**src/assert_macros.svh**
```systemverilog
// Assertion macros used by the RTL core.
`ifndef ASSERT_MACROS_SVH
`define ASSERT_MACROS_SVH

// Clocked property check, disabled during reset.
`define CCSP_ASSERT(label, prop, msg) \
	label: assert property (@(posedge clk) disable iff (!arst_n) prop) else $error(msg);

// Clocked check that holds at every edge, reset included.
`define CCSP_ASSERT_ALWAYS(label, prop, msg) \
	label: assert property (@(posedge clk) prop) else $error(msg);

`endif

```
**src/ccsp_pkg.sv**
```systemverilog
// Package: payload types, capacity constants, byte classes and the sequencer microcode.
package ccsp_pkg;

	localparam int MAX_LEN = 64;
	localparam int AW      = (MAX_LEN > 1) ? $clog2(MAX_LEN) : 1;
	localparam int CW      = $clog2(MAX_LEN + 1);

	typedef struct packed {
		logic [7:0] char_in;
		logic       is_final;
	} in_item_t;

	typedef struct packed {
		logic [7:0] char_out;
		logic       last_out;
		logic       truncated;
	} out_item_t;

	typedef enum logic [1:0] {
		CLS_DIGIT  = 2'd0,
		CLS_LETTER = 2'd1,
		CLS_OTHER  = 2'd2
	} cls_t;

	localparam logic [7:0] CH_0  = 8'h30;
	localparam logic [7:0] CH_9  = 8'h39;
	localparam logic [7:0] CH_UA = 8'h41;
	localparam logic [7:0] CH_UZ = 8'h5A;
	localparam logic [7:0] CH_LA = 8'h61;
	localparam logic [7:0] CH_LZ = 8'h7A;

	function automatic cls_t class_of(input logic [7:0] b);
		if (b >= CH_0 && b <= CH_9)
			return CLS_DIGIT;
		if ((b >= CH_UA && b <= CH_UZ) || (b >= CH_LA && b <= CH_LZ))
			return CLS_LETTER;
		return CLS_OTHER;
	endfunction

	typedef enum logic [1:0] {
		ST_LOAD  = 2'd0,
		ST_READ  = 2'd1,
		ST_TEST  = 2'd2,
		ST_PEND  = 2'd3
	} step_t;

	typedef enum logic [1:0] {
		C_FINAL_IN  = 2'd0,
		C_SCAN_END  = 2'd1,
		C_OUT_BLOCK = 2'd2,
		C_LAST_PASS = 2'd3
	} cond_t;

	typedef struct packed {
		logic  take_in;
		logic  issue_rd;
		logic  test;
		logic  end_pass;
		cond_t cond;
		step_t jmp_tgt;
		step_t nxt_tgt;
	} uword_t;

	// Microcode ROM: jump to jmp_tgt when cond holds, else go to nxt_tgt.
	function automatic uword_t ucode(input step_t s);
		uword_t w;
		w = '0;
		case (s)
			ST_LOAD: begin
				w.take_in = 1'b1;
				w.cond    = C_FINAL_IN;
				w.jmp_tgt = ST_READ;
				w.nxt_tgt = ST_LOAD;
			end
			ST_READ: begin
				w.issue_rd = 1'b1;
				w.cond     = C_SCAN_END;
				w.jmp_tgt  = ST_PEND;
				w.nxt_tgt  = ST_TEST;
			end
			ST_TEST: begin
				w.test    = 1'b1;
				w.cond    = C_OUT_BLOCK;
				w.jmp_tgt = ST_TEST;
				w.nxt_tgt = ST_READ;
			end
			ST_PEND: begin
				w.end_pass = 1'b1;
				w.cond     = C_LAST_PASS;
				w.jmp_tgt  = ST_LOAD;
				w.nxt_tgt  = ST_READ;
			end
			default: w = '0;
		endcase
		return w;
	endfunction

endpackage

```
**src/char_class_stable_partition_core.sv**
```systemverilog
// Top level: byte string store with three-pass digit/letter/other regrouping.
//
//  channel | signals                        | transfer when
//  --------+--------------------------------+---------------------------
//  in      | in_valid, in_ready, in_data    | in_valid && in_ready
//  out     | out_valid, out_ready, out_data | out_valid && out_ready
//
// Loading accepts one byte per cycle; in_ready is high only in the load step.
// After the final byte, three scans of the store run: a memory read and a
// class test per stored byte and pass, then the closing read and the pass step
// at each pass end; the scans share the single read port.
// A result waits in the output register; a stall holds the test step.
// Reset clears the sequencer, counters and the output valid; the store needs none.
`include "assert_macros.svh"

module char_class_stable_partition_core
	import ccsp_pkg::*;
(
	input  logic      clk,
	input  logic      arst_n,
	input  logic      in_valid,
	output logic      in_ready,
	input  in_item_t  in_data,
	output logic      out_valid,
	input  logic      out_ready,
	output out_item_t out_data
);

	logic [7:0]    byte_mem [MAX_LEN];
	logic [7:0]    rd_q;
	step_t         step_q;
	logic [CW-1:0] fill_q;
	logic [CW-1:0] idx_q;
	logic [CW-1:0] emit_q;
	logic [1:0]    pass_q;
	logic          ovf_q;
	logic          out_valid_q;
	out_item_t     out_q;

	uword_t        uw;
	logic          in_xfer;
	logic          scan_end;
	logic          blocked;
	logic          match;
	logic          load_out;
	logic          nxt_last;
	logic          cond_hit;
	logic          store_wr;

	assign uw       = ucode(step_q);
	assign in_ready = uw.take_in;
	assign in_xfer  = in_valid && uw.take_in;
	assign store_wr = in_xfer && (fill_q < CW'(MAX_LEN));
	assign scan_end = (idx_q == fill_q);
	assign blocked  = out_valid_q && !out_ready;
	assign match    = (2'(class_of(rd_q)) == pass_q);
	assign load_out = uw.test && match && !blocked;
	assign nxt_last = ((emit_q + CW'(1)) == fill_q);

	always_comb begin
		case (uw.cond)
			C_FINAL_IN:  cond_hit = in_xfer && in_data.is_final;
			C_SCAN_END:  cond_hit = scan_end;
			C_OUT_BLOCK: cond_hit = blocked;
			C_LAST_PASS: cond_hit = (pass_q == 2'(CLS_OTHER));
			default:     cond_hit = 1'b0;
		endcase
	end

	always_ff @(posedge clk) begin
		if (store_wr)
			byte_mem[fill_q[AW-1:0]] <= in_data.char_in;
		if (uw.issue_rd)
			rd_q <= byte_mem[idx_q[AW-1:0]];
		if (load_out) begin
			out_q.char_out  <= rd_q;
			out_q.last_out  <= nxt_last;
			out_q.truncated <= ovf_q;
		end
	end

	always_ff @(posedge clk or negedge arst_n) begin
		if (!arst_n) begin
			step_q      <= ST_LOAD;
			fill_q      <= '0;
			idx_q       <= '0;
			emit_q      <= '0;
			pass_q      <= '0;
			ovf_q       <= 1'b0;
			out_valid_q <= 1'b0;
		end else begin
			step_q <= cond_hit ? uw.jmp_tgt : uw.nxt_tgt;
			if (in_xfer) begin
				if (store_wr)
					fill_q <= fill_q + CW'(1);
				else
					ovf_q <= 1'b1;
			end
			if (uw.test && !blocked)
				idx_q <= idx_q + CW'(1);
			if (load_out)
				emit_q <= emit_q + CW'(1);
			if (uw.end_pass) begin
				idx_q <= '0;
				if (pass_q == 2'(CLS_OTHER)) begin
					pass_q <= '0;
					fill_q <= '0;
					emit_q <= '0;
					ovf_q  <= 1'b0;
				end else begin
					pass_q <= pass_q + 2'd1;
				end
			end
			if (load_out)
				out_valid_q <= 1'b1;
			else if (out_ready)
				out_valid_q <= 1'b0;
		end
	end

	assign out_valid = out_valid_q;
	assign out_data  = out_q;

	`CCSP_ASSERT_ALWAYS(a_fill_cap, fill_q <= CW'(MAX_LEN), "fill count above capacity")
	`CCSP_ASSERT(a_idx_range, idx_q <= fill_q, "scan index passed fill count")
	`CCSP_ASSERT(a_pass_range, pass_q <= 2'(CLS_OTHER), "pass counter out of range")
	`CCSP_ASSERT(a_out_hold, (out_valid_q && !out_ready) |=> (out_valid_q && $stable(out_q)),
		"result changed while waiting for transfer")
	`CCSP_ASSERT(a_load_idle, in_ready |-> (idx_q == '0 && emit_q == '0 && pass_q == '0),
		"scan state not cleared while loading")

endmodule
```
**config.mk**
```make
export PLATFORM = sky130hd
export DESIGN_NAME = char_class_stable_partition_core
export DESIGN_NICKNAME = d
export VERILOG_FILES = /design/src/ccsp_pkg.sv /design/src/char_class_stable_partition_core.sv
export VERILOG_INCLUDE_DIRS = /design/src /design/src/src
export SDC_FILE = /design/constraint.sdc
export NUM_CORES = 1
export LEC_CHECK = 0
export BUFFER_PORTS_ARGS = -buffer_cell sky130_fd_sc_hd__buf_4
export CORE_ASPECT_RATIO = 0.5
export CORE_UTILIZATION = 50
export DETAILED_ROUTE_END_ITERATION = 8
export PLACE_DENSITY = 0.63
export SLEW_MARGIN = 20
export SYNTH_ARGS = -nofsm -noshare
export SYNTH_HDL_FRONTEND = slang
export SYNTH_SLANG_ARGS = --single-unit
```
**constraint.sdc**
```tcl
create_clock -name clk -period 4.8 [get_ports clk]
set_input_delay 0.72 -clock clk [delete_from_list [all_inputs] [get_ports clk]]
set_output_delay 0.72 -clock clk [all_outputs]
set_load 0.01 [all_outputs]
```
==> results of run 1 <==
-- registers in the layout (all words and copies together) (netlist names), 2 cells and up --
name      count
pass_q        2
byte_mem    512
out_data     10
fill_q        7
rd_q          8
emit_q        7
step_q        2
idx_q         7
-- worst paths after layout --
kind                                           from                         to  slack, ns  cells after the start
worst max-delay path            step_q[0]$_DFF_PN0_  byte_mem[22][0]$_DFFE_PP_       1.60                      6
worst min-delay path                         arst_n        emit_q[3]$_DFF_PN0_       0.06                      1
worst max register to register  step_q[0]$_DFF_PN0_  byte_mem[22][0]$_DFFE_PP_       1.60                      6
worst min register to register      ovf_q$_DFF_PN0_      out_data[0]$_DFFE_PP_       0.50                      0
max in group asynchronous                    arst_n       idx_q[0]$_DFFE_PN0P_       4.44                      1
min in group clk                           in_valid            ovf_q$_DFF_PN0_       0.44                      3
-- power by group --
group	switching, uW	internal [uW]	total (uW)
sequential	357	5570	5930
combinational	1890	1440	3330
clock	1740	2030	3770
-- metal layers --
| metal | global-route usage | wire length [um] |
|---|---|---|
| met3 | 0.0620 | 4540 |
| met5 | 0 | 20 |
| met2 | 0.337 | 22100 |
| met1 | 0.344 | 22100 |
| met4 | 0.0490 | 825 |
-- synthesized netlist by cell type (all sizes together) (13+ instances only) --
library cell	instances	area share
xor2	13	0.0052
nor2	85	0.015
dfrtp	27	0.031
nand2	32	0.0055
xnor2	17	0.0068
a22oi	13	0.0044
edfxtp	530	0.73
nand3	18	0.0043
a221oi	14	0.0056
buf	34	0.0099
o21ai	19	0.0043
mux4	120	0.12
a21oi	19	0.0043
mux2i	31	0.014
clkbuf	30	0.0051
-- critical path, delay by kind of cell (launching register included) --
| kind | cells | cell delay (ns) |
|---|---|---|
| DFF | 1 | 0.41 |
| and+or+nand+nor | 4 | 2.03 |
| adders and majority gates | 1 | 0.28 |
| buffers and inverters | 1 | 0.12 |
-- cells by family (layout without fill, tap and decap cells) --
family | Yosys count | in the layout | share of synthesized area
flip-flops | 557 | 557 | 0.757
AND/OR/NAND/NOR | 182 | 182 | 0.0385
multiplexers | 153 | 153 | 0.138
AO/OA/AOI/OAI | 106 | 106 | 0.0338
buffers and inverters | 71 | 128 | 0.0162
XOR/XNOR | 30 | 30 | 0.0120
adder cells (fa/ha/maj) | 8 | 8 | 0.00456
-- final cells by class --
cell class	instances	area [um^2]	share of cell area
flip-flops and latches	557	16600	0.688
clock inverters	28	218	0.00902
repair buffers	36	308	0.0128
clock buffers	57	1260	0.0521
inverters	7	26.3	0.00109
well taps	577	722	0.0299
multi-input cells	479	5000	0.207
-- cells in the final DEF (no fill, tap or decap), types with 7 or more instances in the layout --
master and instances:
mux2i_1 31, ha_1 8, or3_1 7, nand3_1 17, mux4_2 120, a221oi_1 14
nand2_1 32, xnor2_1 17, dfrtp_1 25, o221ai_1 8, buf_4 33, edfxtp_1 530
nor2_1 84, clkinv_2 7, a22oi_1 13, o21ai_1 14, a22o_1 12, xor2_1 13
clkbuf_16 49, a21oi_1 19, clkbuf_1 8, clkinv_1 13, o22ai_1 8
-- metrics by stage --
step	instance area [um^2]	std cells	util	power [uW]
after floorplan	21900	1107	-	8220
after detailed placement	22700	1656	0.531	9360
after CTS	24100	1741	0.566	13100
after global placement	22600	1656	0.531	9330
after global routing	24100	1741	0.566	13500
final	24100	1741	0.566	13000
==> results.sh, run 1 <==
export IMPL_period_share=0.667
export IMPL_clock_fmax_mhz=312
export IMPL_synth_area_um2=21900
export IMPL_dieHeight_um=150
export IMPL_cts_htree_levels=2
export IMPL_antenna_found_initial=2
export IMPL_hold_ws_ns=0.0558
export IMPL_cts_buffer_depth=3
export IMPL_power_leakage_uw=0.00756
export IMPL_area_delta_synth_final_pct=10.0
export IMPL_maxCapViolations=0
export IMPL_diodes=0
export IMPL_vias_per_cell=6.22
export IMPL_grt_max_degree=65
export IMPL_initial_core_util=0.514
export IMPL_cts_made_buffers=48
export IMPL_grt_first_pass_wirelength_um=73400
export IMPL_slew_limit_headroom=0.343
export IMPL_grtUsageTotal=0.229
export IMPL_power_density_nw_per_um2=540
export IMPL_cts_sinks=557
export IMPL_hpwl_um=30100
export IMPL_arrival_ns=3.41
export IMPL_netlist_instances=1107
export IMPL_cpMaxStageDelayCell="nor2_1"
export IMPL_cts_tree="yes"
export IMPL_drv_slew=0
export IMPL_io_buffer_count=24
export IMPL_io_pins=25
export IMPL_worstSetupStartpointType="flop"
export IMPL_syn_area_per_cell_um2=19.8
export IMPL_hold_viol_final=0
export IMPL_ys_warn_count=0
export IMPL_grt_pass1_vias=10791
export IMPL_hold_path_class="primary input to async pin"
export IMPL_setup_violations=0
export IMPL_end_kind="flop"
export IMPL_worst_slew_pin_slew_ns=0.985
export IMPL_clk_pin_slew_ns=0.07
export IMPL_synth_async_reset_ratio=0.0485
export IMPL_cp_data_required_time_ns=5.01
export IMPL_gp_congestion=0.825
export IMPL_final_antenna_net_count=0
export IMPL_synth_cell_types=52
export IMPL_synth_nets=1128
export IMPL_post_cts_resized=0
export IMPL_yosysSeqAreaShare=0.757
export IMPL_via_count=10822
export IMPL_cp_max_fo=8
export IMPL_synth_seq_cells=557
export IMPL_drt_iter0_markers=1441
export IMPL_wl_per_cell_um=28.4
export IMPL_core_um2=42600
export IMPL_fin_ws_ns=1.60
export IMPL_layout_drive_gt1_share=0.202
export IMPL_crit_chain="inv_1, ha_1, nand2_1, nor3_1, nand3_1, nor2_1"
export IMPL_die_w_um=298
export IMPL_drt_first_pass_iters=7
export IMPL_cts_root_buf="clkbuf_16"
export IMPL_finalNetCount=1150
export IMPL_die_area_um2=44800
export IMPL_min_period_ns=3.20
export IMPL_run_status="finished clean"
export IMPL_drc_errors=0
export IMPL_clock_latency_ns=0.58
export IMPL_drt_wl_total_um=49500
export IMPL_synth_flop_cell="edfxtp_1"
export IMPL_crit_path_max_incr_delay_ns=0.88
export IMPL_post_place_ws_ns=1.64
export IMPL_post_cts_buffers=0
export IMPL_grt_overflow_total=0
export IMPL_setup_tns_ns=0
export IMPL_hold_buffers=0
export IMPL_ir_worst_vdd_uv=260
export IMPL_skew_ns=0.0212
export IMPL_path_class="flop to flop"
export IMPL_nFillCells=3143
export IMPL_grt_setup_unrepaired="no"
export IMPL_rows=53
export IMPL_synth_edf_count=530
Power figures use the tool's default switching activity.
==> run 2: changes to the inputs <==
--- a/config.mk
+++ b/config.mk
@@ -6,6 +6,7 @@
 export SDC_FILE = /design/constraint.sdc
 export NUM_CORES = 1
 export LEC_CHECK = 0
+export ABC_AREA = 1
 export BUFFER_PORTS_ARGS = -buffer_cell sky130_fd_sc_hd__buf_4
 export CORE_ASPECT_RATIO = 0.5
 export CORE_UTILIZATION = 50
==> constraint.sdc (replaced) <==
create_clock -name clk -period 3 [get_ports clk]
set_input_delay 0.45 -clock clk [delete_from_list [all_inputs] [get_ports clk]]
set_output_delay 0.45 -clock clk [all_outputs]
set_load 0.01 [all_outputs]
==> results.sh, run 2 <==
export IMPL_run_status="finished clean"
export IMPL_slew_limit_headroom=0.423
export IMPL_synth_nets=1850
export IMPL_synth_largest_area_cell="edfxtp_1"
export IMPL_synth_async_reset_ratio=0.0485
export IMPL_layout_drive_gt1_share=0.108
export IMPL_setup_violations=0
export IMPL_synth_seq_cells=557
export IMPL_whs_endpoint="fill_q[6]$_DFF_PN0_"
export IMPL_cp_max_fo=6
export IMPL_synth_most_common_cell="edfxtp_1"
export IMPL_cts_htree_levels=2
export IMPL_grt_max_degree=100
export IMPL_yosysSeqAreaShare=0.731
export IMPL_multiInputGateArea_um2=5430
export IMPL_wl_met3_um=5850
export IMPL_grt_overflow_total=0
export IMPL_clk_pin_slew_ns=0.06
export IMPL_met2_length_um=26200
export IMPL_drt_wl_total_um=58900
export IMPL_period_share=0.863
export IMPL_grtUsageTotal=0.257
export IMPL_io_buffer_count=24
export IMPL_dpl_cell_area_um2=24000
export IMPL_cts_tree="yes"
export IMPL_skew_ns=0.0134
export IMPL_synth_common_cells="530 x edfxtp_1, 408 x nor2_1, 274 x o21ai_0"
export IMPL_cts_root_buf="clkbuf_16"
export IMPL_synth_cell_types=42
export IMPL_drt_iter0_markers=1698
export IMPL_clkPwrFrac=0.274
export IMPL_initial_core_util=0.513
export IMPL_end_kind="flop"
export IMPL_regArea_um2=16600
export IMPL_layout_commonest_cell="edfxtp_1"
export IMPL_power_switching_uw=8410
export IMPL_grt_setup_unrepaired="no"
export IMPL_synth_edf_count=530
export IMPL_arrival_ns=2.87
export IMPL_hold_viol_final=0
export IMPL_crit_family="simple AND/OR/NAND/NOR gates"
export IMPL_drv_slew=0
export IMPL_cts_buffer_depth=3
export IMPL_dieHeight_um=153
export IMPL_min_period_ns=2.59
export IMPL_cts_sinks=557
export IMPL_clock_latency_ns=0.57
export IMPL_largest_reg_flops=512
export IMPL_final_cell_mix="530 x edfxtp_1, 407 x nor2_1, 274 x o21ai_0, 139 x nand2_1, 109 x buf_4"
export IMPL_nFillCells=3548
export IMPL_worst_slew_pin_slew_ns=0.865
export IMPL_whs_path_depth=3
export IMPL_sw_frac_of_total=0.362
export IMPL_wirelength_met1_um=25800
export IMPL_ir_worst_vdd_uv=640
export IMPL_synth_area_um2=22700
export IMPL_p_comb_frac=0.322
export IMPL_crit_chain="inv_1, ha_1, nand2_1, nor2_2, inv_1, nor2_1, nand2_1, nor2_1, buf_4"
export IMPL_core_um2=44200
export IMPL_clock_fmax_mhz=386
export IMPL_setup_tns_ns=0
export IMPL_area_delta_synth_final_pct=12.7
export IMPL_post_cts_resized=0
export IMPL_r2r_end="byte_mem[3][0]$_DFFE_PP_"
export IMPL_power_density_nw_per_um2=908
export IMPL_synth_flop_cell="edfxtp_1"
export IMPL_antenna_found_initial=0
export IMPL_netlist_instances=1829
export IMPL_gp_congestion=0.875
export IMPL_drt_first_pass_iters=6
export IMPL_grt_first_pass_wirelength_um=88900
export IMPL_p_int_uw=14800
export IMPL_crit_path_max_incr_delay_ns=0.47
export IMPL_yosys_top_cells_area="edfxtp_1 70%, nor2_1 6.8%, o21ai_0 6.0%, dfrtp_1 3.0%, nand2_1 2.3%"
export IMPL_path_class="flop to flop"
export IMPL_synth_top_area_frac=0.702
export IMPL_syn_area_per_cell_um2=12.4
export IMPL_io_pins=25
export IMPL_vias_per_cell=5.86
export IMPL_drc_errors=0
export IMPL_diodes=0
export IMPL_rows=54
export IMPL_cp_data_required_time_ns=3.28
export IMPL_via_count=14775
export IMPL_cpMaxStageDelayCell="nor2_1"
export IMPL_finalNetCount=1915
export IMPL_power_leakage_uw=0.00854
export IMPL_final_antenna_net_count=0
export IMPL_rr_worst_depth=9
export IMPL_reg2reg_slack_ns=0.41
export IMPL_maxCapViolations=0
export IMPL_worstSetupStartpointType="flop"
export IMPL_grt_pass1_vias=14279
export IMPL_die_area_um2=46300
export IMPL_cp_num_buf_inv=3
export IMPL_rr_startpoint="step_q[0]$_DFF_PN0_"
export IMPL_ys_warn_count=0
export IMPL_highest_layer="met4"
export IMPL_hold_path_class="primary input to flop"
export IMPL_holdCritStartpoint="in_valid"
export IMPL_wl_per_cell_um=23.3
export IMPL_hpwl_um=35500
export IMPL_cts_made_buffers=49
export IMPL_p_seq_frac=0.404
export IMPL_die_w_um=303
export IMPL_total_power_uw=23200
export IMPL_design_area_um2=25600
-- run 2: changes by cell type in the layout (fill, tap and decap cells not counted), sizes merged, moves of 33 or more --
cell / before / now
o211ai: 1 / 52
nand3: 18 / 74
buf: 36 / 120
inv: 10 / 43
o22ai: 8 / 67
mux4: 120 / 0
nand2: 32 / 144
nor2: 85 / 412
o21ai: 19 / 281
-- run 2: worst max-delay path by stage --
stage | startpoint | endpoint | slack (ns) | depth (start not counted)
2_1_floorplan | step_q[0]$_DFF_PN0_ | byte_mem[17][0]$_DFFE_PP_ | 0.67 | 8
3_5_place_dp | step_q[0]$_DFF_PN0_ | byte_mem[3][1]$_DFFE_PP_ | 0.51 | 9
3_3_place_gp | step_q[0]$_DFF_PN0_ | byte_mem[3][1]$_DFFE_PP_ | 0.53 | 9
4_1_cts | step_q[0]$_DFF_PN0_ | byte_mem[3][0]$_DFFE_PP_ | 0.50 | 9
5_1_grt | step_q[0]$_DFF_PN0_ | byte_mem[3][7]$_DFFE_PP_ | 0.29 | 9
6_report | step_q[0]$_DFF_PN0_ | byte_mem[3][0]$_DFFE_PP_ | 0.41 | 9
-- run 2: layout make-up --
| class | instances | area share |
|---|---|---|
| Sequential cell | 557 | 0.649 |
| Multi-Input combinational cell | 1122 | 0.212 |
| Clock buffer | 67 | 0.0530 |
| Timing Repair Buffer | 121 | 0.0410 |
| Tap cell | 588 | 0.0288 |
| Clock inverter | 23 | 0.00930 |
| Inverter | 43 | 0.00651 |
-- run 2: power groups by stage --
stage,registers [uW],clock network (uW),logic [uW]
2_1_floorplan,9250,0,4910
3_3_place_gp,9510,0,7330
3_5_place_dp,9520,0,7380
4_1_cts,9360,6440,7410
5_1_grt,9410,6730,8190
6_report,9370,6370,7470
-- run 2: metal layers --
| metal | global-route usage | vias to the layer above |
|---|---|---|
| met5 | 0 | - |
| met4 | 0.0589 | 0 |
| met3 | 0.0788 | 94 |
| met2 | 0.382 | 642 |
| met1 | 0.372 | 7245 |
| li1 | - | 6794 |
-- run 2: repair_timing --
item | in CTS | in global routing
buffers inserted | 0 | 0
endpoints found under the hold margin | 27 | 0
hold buffers | 1 | 0
-- run 2: cells by family (layout without fill, tap and decap cells) --
group,Yosys count,in the layout,share of synthesized area
xor gates and xnor gates,13,13,0.00502
adders and majority gates,8,8,0.00441
AOI/OAI and AO/OA,444,444,0.111
DFF,557,557,0.731
buffers and inverters,150,254,0.0295
and+or+nand+nor,657,657,0.119
-- run 2: stage by stage --
stage	cells	hold WS [ns]	utilization	worst slack [ns]
finish	2521	0.192	0.579	0.411
global route	2521	0.192	0.579	0.289
CTS	2521	0.168	0.579	0.503
detailed placement	2430	0.396	0.542	0.506
global placement	2430	0.399	0.542	0.534
floorplan	1829	0.154	-	0.672
-- run 2: worst reg2reg max path, delay by kind of cell, from the launching register on --
family	cells	cell delay, ns
adders and majority gates	1	0.28
buffers and inverters	3	0.44
DFF	1	0.40
and+or+nand+nor	5	1.19
==> run 3: changes to the inputs <==
--- a/config.mk
+++ b/config.mk
@@ -7,7 +7,7 @@
 export NUM_CORES = 1
 export LEC_CHECK = 0
 export ABC_AREA = 1
-export BUFFER_PORTS_ARGS = -buffer_cell sky130_fd_sc_hd__buf_4
+export BUFFER_PORTS_ARGS = -buffer_cell sky130_fd_sc_hd__buf_2
 export CORE_ASPECT_RATIO = 0.5
 export CORE_UTILIZATION = 50
 export DETAILED_ROUTE_END_ITERATION = 8
==> results.sh, run 3 (synthesized netlist as in run 2, its figures left out) <==
export IMPL_grt_max_degree=65
export IMPL_worstSetupStartpointType="flop"
export IMPL_dieHeight_um=153
export IMPL_cts_tree="yes"
export IMPL_drv_slew=0
export IMPL_area_delta_synth_final_pct=12.9
export IMPL_maxCapViolations=0
export IMPL_gp_congestion=0.910
export IMPL_grtUsageTotal=0.256
export IMPL_crit_chain="inv_1, ha_1, nand2_1, nor2_2, buf_4, nand4_1, nor2_1"
export IMPL_post_cts_resized=0
export IMPL_die_w_um=303
export IMPL_finalNonFillerCells=2552
export IMPL_ir_worst_vdd_uv=513
export IMPL_wl_per_cell_um=23.2
export IMPL_diodes=0
export IMPL_setup_tns_ns=0
export IMPL_post_place_ws_ns=0.403
export IMPL_power_density_nw_per_um2=890
export IMPL_setup_violations=0
export IMPL_drt_iter0_markers=1912
export IMPL_worst_slew_pin_slew_ns=0.880
export IMPL_via_count=14996
export IMPL_layout_drive_gt1_share=0.120
export IMPL_final_cell_mix="530 x edfxtp_1, 407 x nor2_1, 274 x o21ai_0, 139 x nand2_1, 118 x buf_4"
export IMPL_p_int_uw=14400
export IMPL_arrival_ns=2.84
export IMPL_io_buffer_count=24
export IMPL_sw_frac_of_total=0.367
export IMPL_cts_sinks=557
export IMPL_cts_htree_levels=2
export IMPL_hold_path_class="primary input to flop"
export IMPL_power_switching_uw=8360
export IMPL_path_class="flop to flop"
export IMPL_io_pins=25
export IMPL_slew_limit_headroom=0.413
export IMPL_grt_overflow_total=0
export IMPL_core_um2=44200
export IMPL_clkPwrFrac=0.262
export IMPL_nFillCells=3627
export IMPL_fin_ws_ns=0.363
export IMPL_drc_errors=0
export IMPL_final_antenna_net_count=0
export IMPL_grt_first_pass_wirelength_um=88000
export IMPL_crit_path_max_incr_delay_ns=0.74
export IMPL_clk_pin_slew_ns=0.07
export IMPL_cts_made_buffers=49
export IMPL_dpl_cell_count=2461
export IMPL_cts_buffer_depth=3
export IMPL_end_kind="flop"
export IMPL_post_cts_buffers=0
export IMPL_rows=54
export IMPL_clock_fmax_mhz=379
export IMPL_p_seq_frac=0.412
export IMPL_run_status="finished clean"
export IMPL_hold_buffers=1
export IMPL_grt_pass1_vias=14168
export IMPL_drt_wl_total_um=59100
export IMPL_vias_per_cell=5.88
export IMPL_initial_core_util=0.513
export IMPL_finalNetCount=1946
export IMPL_power_leakage_uw=0.00861
export IMPL_cts_root_buf="clkbuf_16"
export IMPL_grt_setup_unrepaired="no"
export IMPL_hpwl_um=37600
export IMPL_hold_ws_ns=0.178
export IMPL_reg2reg_slack_ns=0.36
export IMPL_antenna_found_initial=0
export IMPL_clock_latency_ns=0.58
export IMPL_die_area_um2=46300
export IMPL_largest_reg_flops=512
export IMPL_drt_first_pass_iters=7
export IMPL_period_share=0.879
export IMPL_cpMaxStageDelayCell="nor2_1"
export IMPL_cp_data_required_time_ns=3.20
export IMPL_layout_commonest_cell="edfxtp_1"
export IMPL_skew_ns=0.0184
export IMPL_p_comb_frac=0.326
export IMPL_cp_max_fo=9
export IMPL_min_period_ns=2.64
export IMPL_hold_viol_final=0
## run 3: changes by cell type in the layout (fill, tap and decap cells not counted), sizes merged
cell,before,now
bufinv,5,1
clkbuf,67,66
inv,43,44
buf,120,151
clkinv,16,20
## run 3: routing by layer
layer,GRT usage,up-vias,share of wire
met1,0.386,7410,0.45
met2,0.372,639,0.43
met3,0.0703,85,0.098
met5,0,-,0
li1,-,6862,-
met4,0.0517,0,0.018
## run 3: critical path: cells and delay by family, from the launching register on
family	cells	cell delay [ns]
fa+ha+maj	1	0.28
buf+inv	2	0.27
flops	1	0.40
simple gates	4	1.31
## run 3: area by class of cell
class | count | area (um^2) | share of cell area
clock inverters | 24 | 143 | 0.00557
well taps | 588 | 736 | 0.0287
flip-flops and latches | 557 | 16600 | 0.648
clock buffers | 66 | 1330 | 0.0521
repair buffers | 152 | 1200 | 0.0467
multi-input cells | 1122 | 5430 | 0.212
inverters | 43 | 166 | 0.00650
## run 3: power groups by stage
stage,Combinational (uW),Sequential (uW),Clock [uW]
after global placement,7310,9540,0
after global routing,8140,9420,6350
final,7430,9390,5980
after detailed placement,7320,9540,0
after CTS,7360,9370,6050
after floorplan,4910,9250,0
## run 3: metrics by stage
step,instance area [um^2],total power (uW),util
floorplan,22700,14200,-
global placement,24100,16800,0.546
detailed placement,24100,16900,0.546
CTS,25600,22800,0.579
global route,25600,23900,0.579
finish,25600,22800,0.579
## run 3: worst paths after layout
check,from,to,cells past startpoint
min,in_valid,fill_q[6]$_DFF_PN0_,3
min in group asynchronous,arst_n,fill_q[3]$_DFF_PN0_,2
max in group asynchronous,arst_n,idx_q[0]$_DFFE_PN0P_,2
max reg2reg,step_q[0]$_DFF_PN0_,byte_mem[62][6]$_DFFE_PP_,7
max,step_q[0]$_DFF_PN0_,byte_mem[62][6]$_DFFE_PP_,7
min reg2reg,ovf_q$_DFF_PN0_,out_data[0]$_DFFE_PP_,0
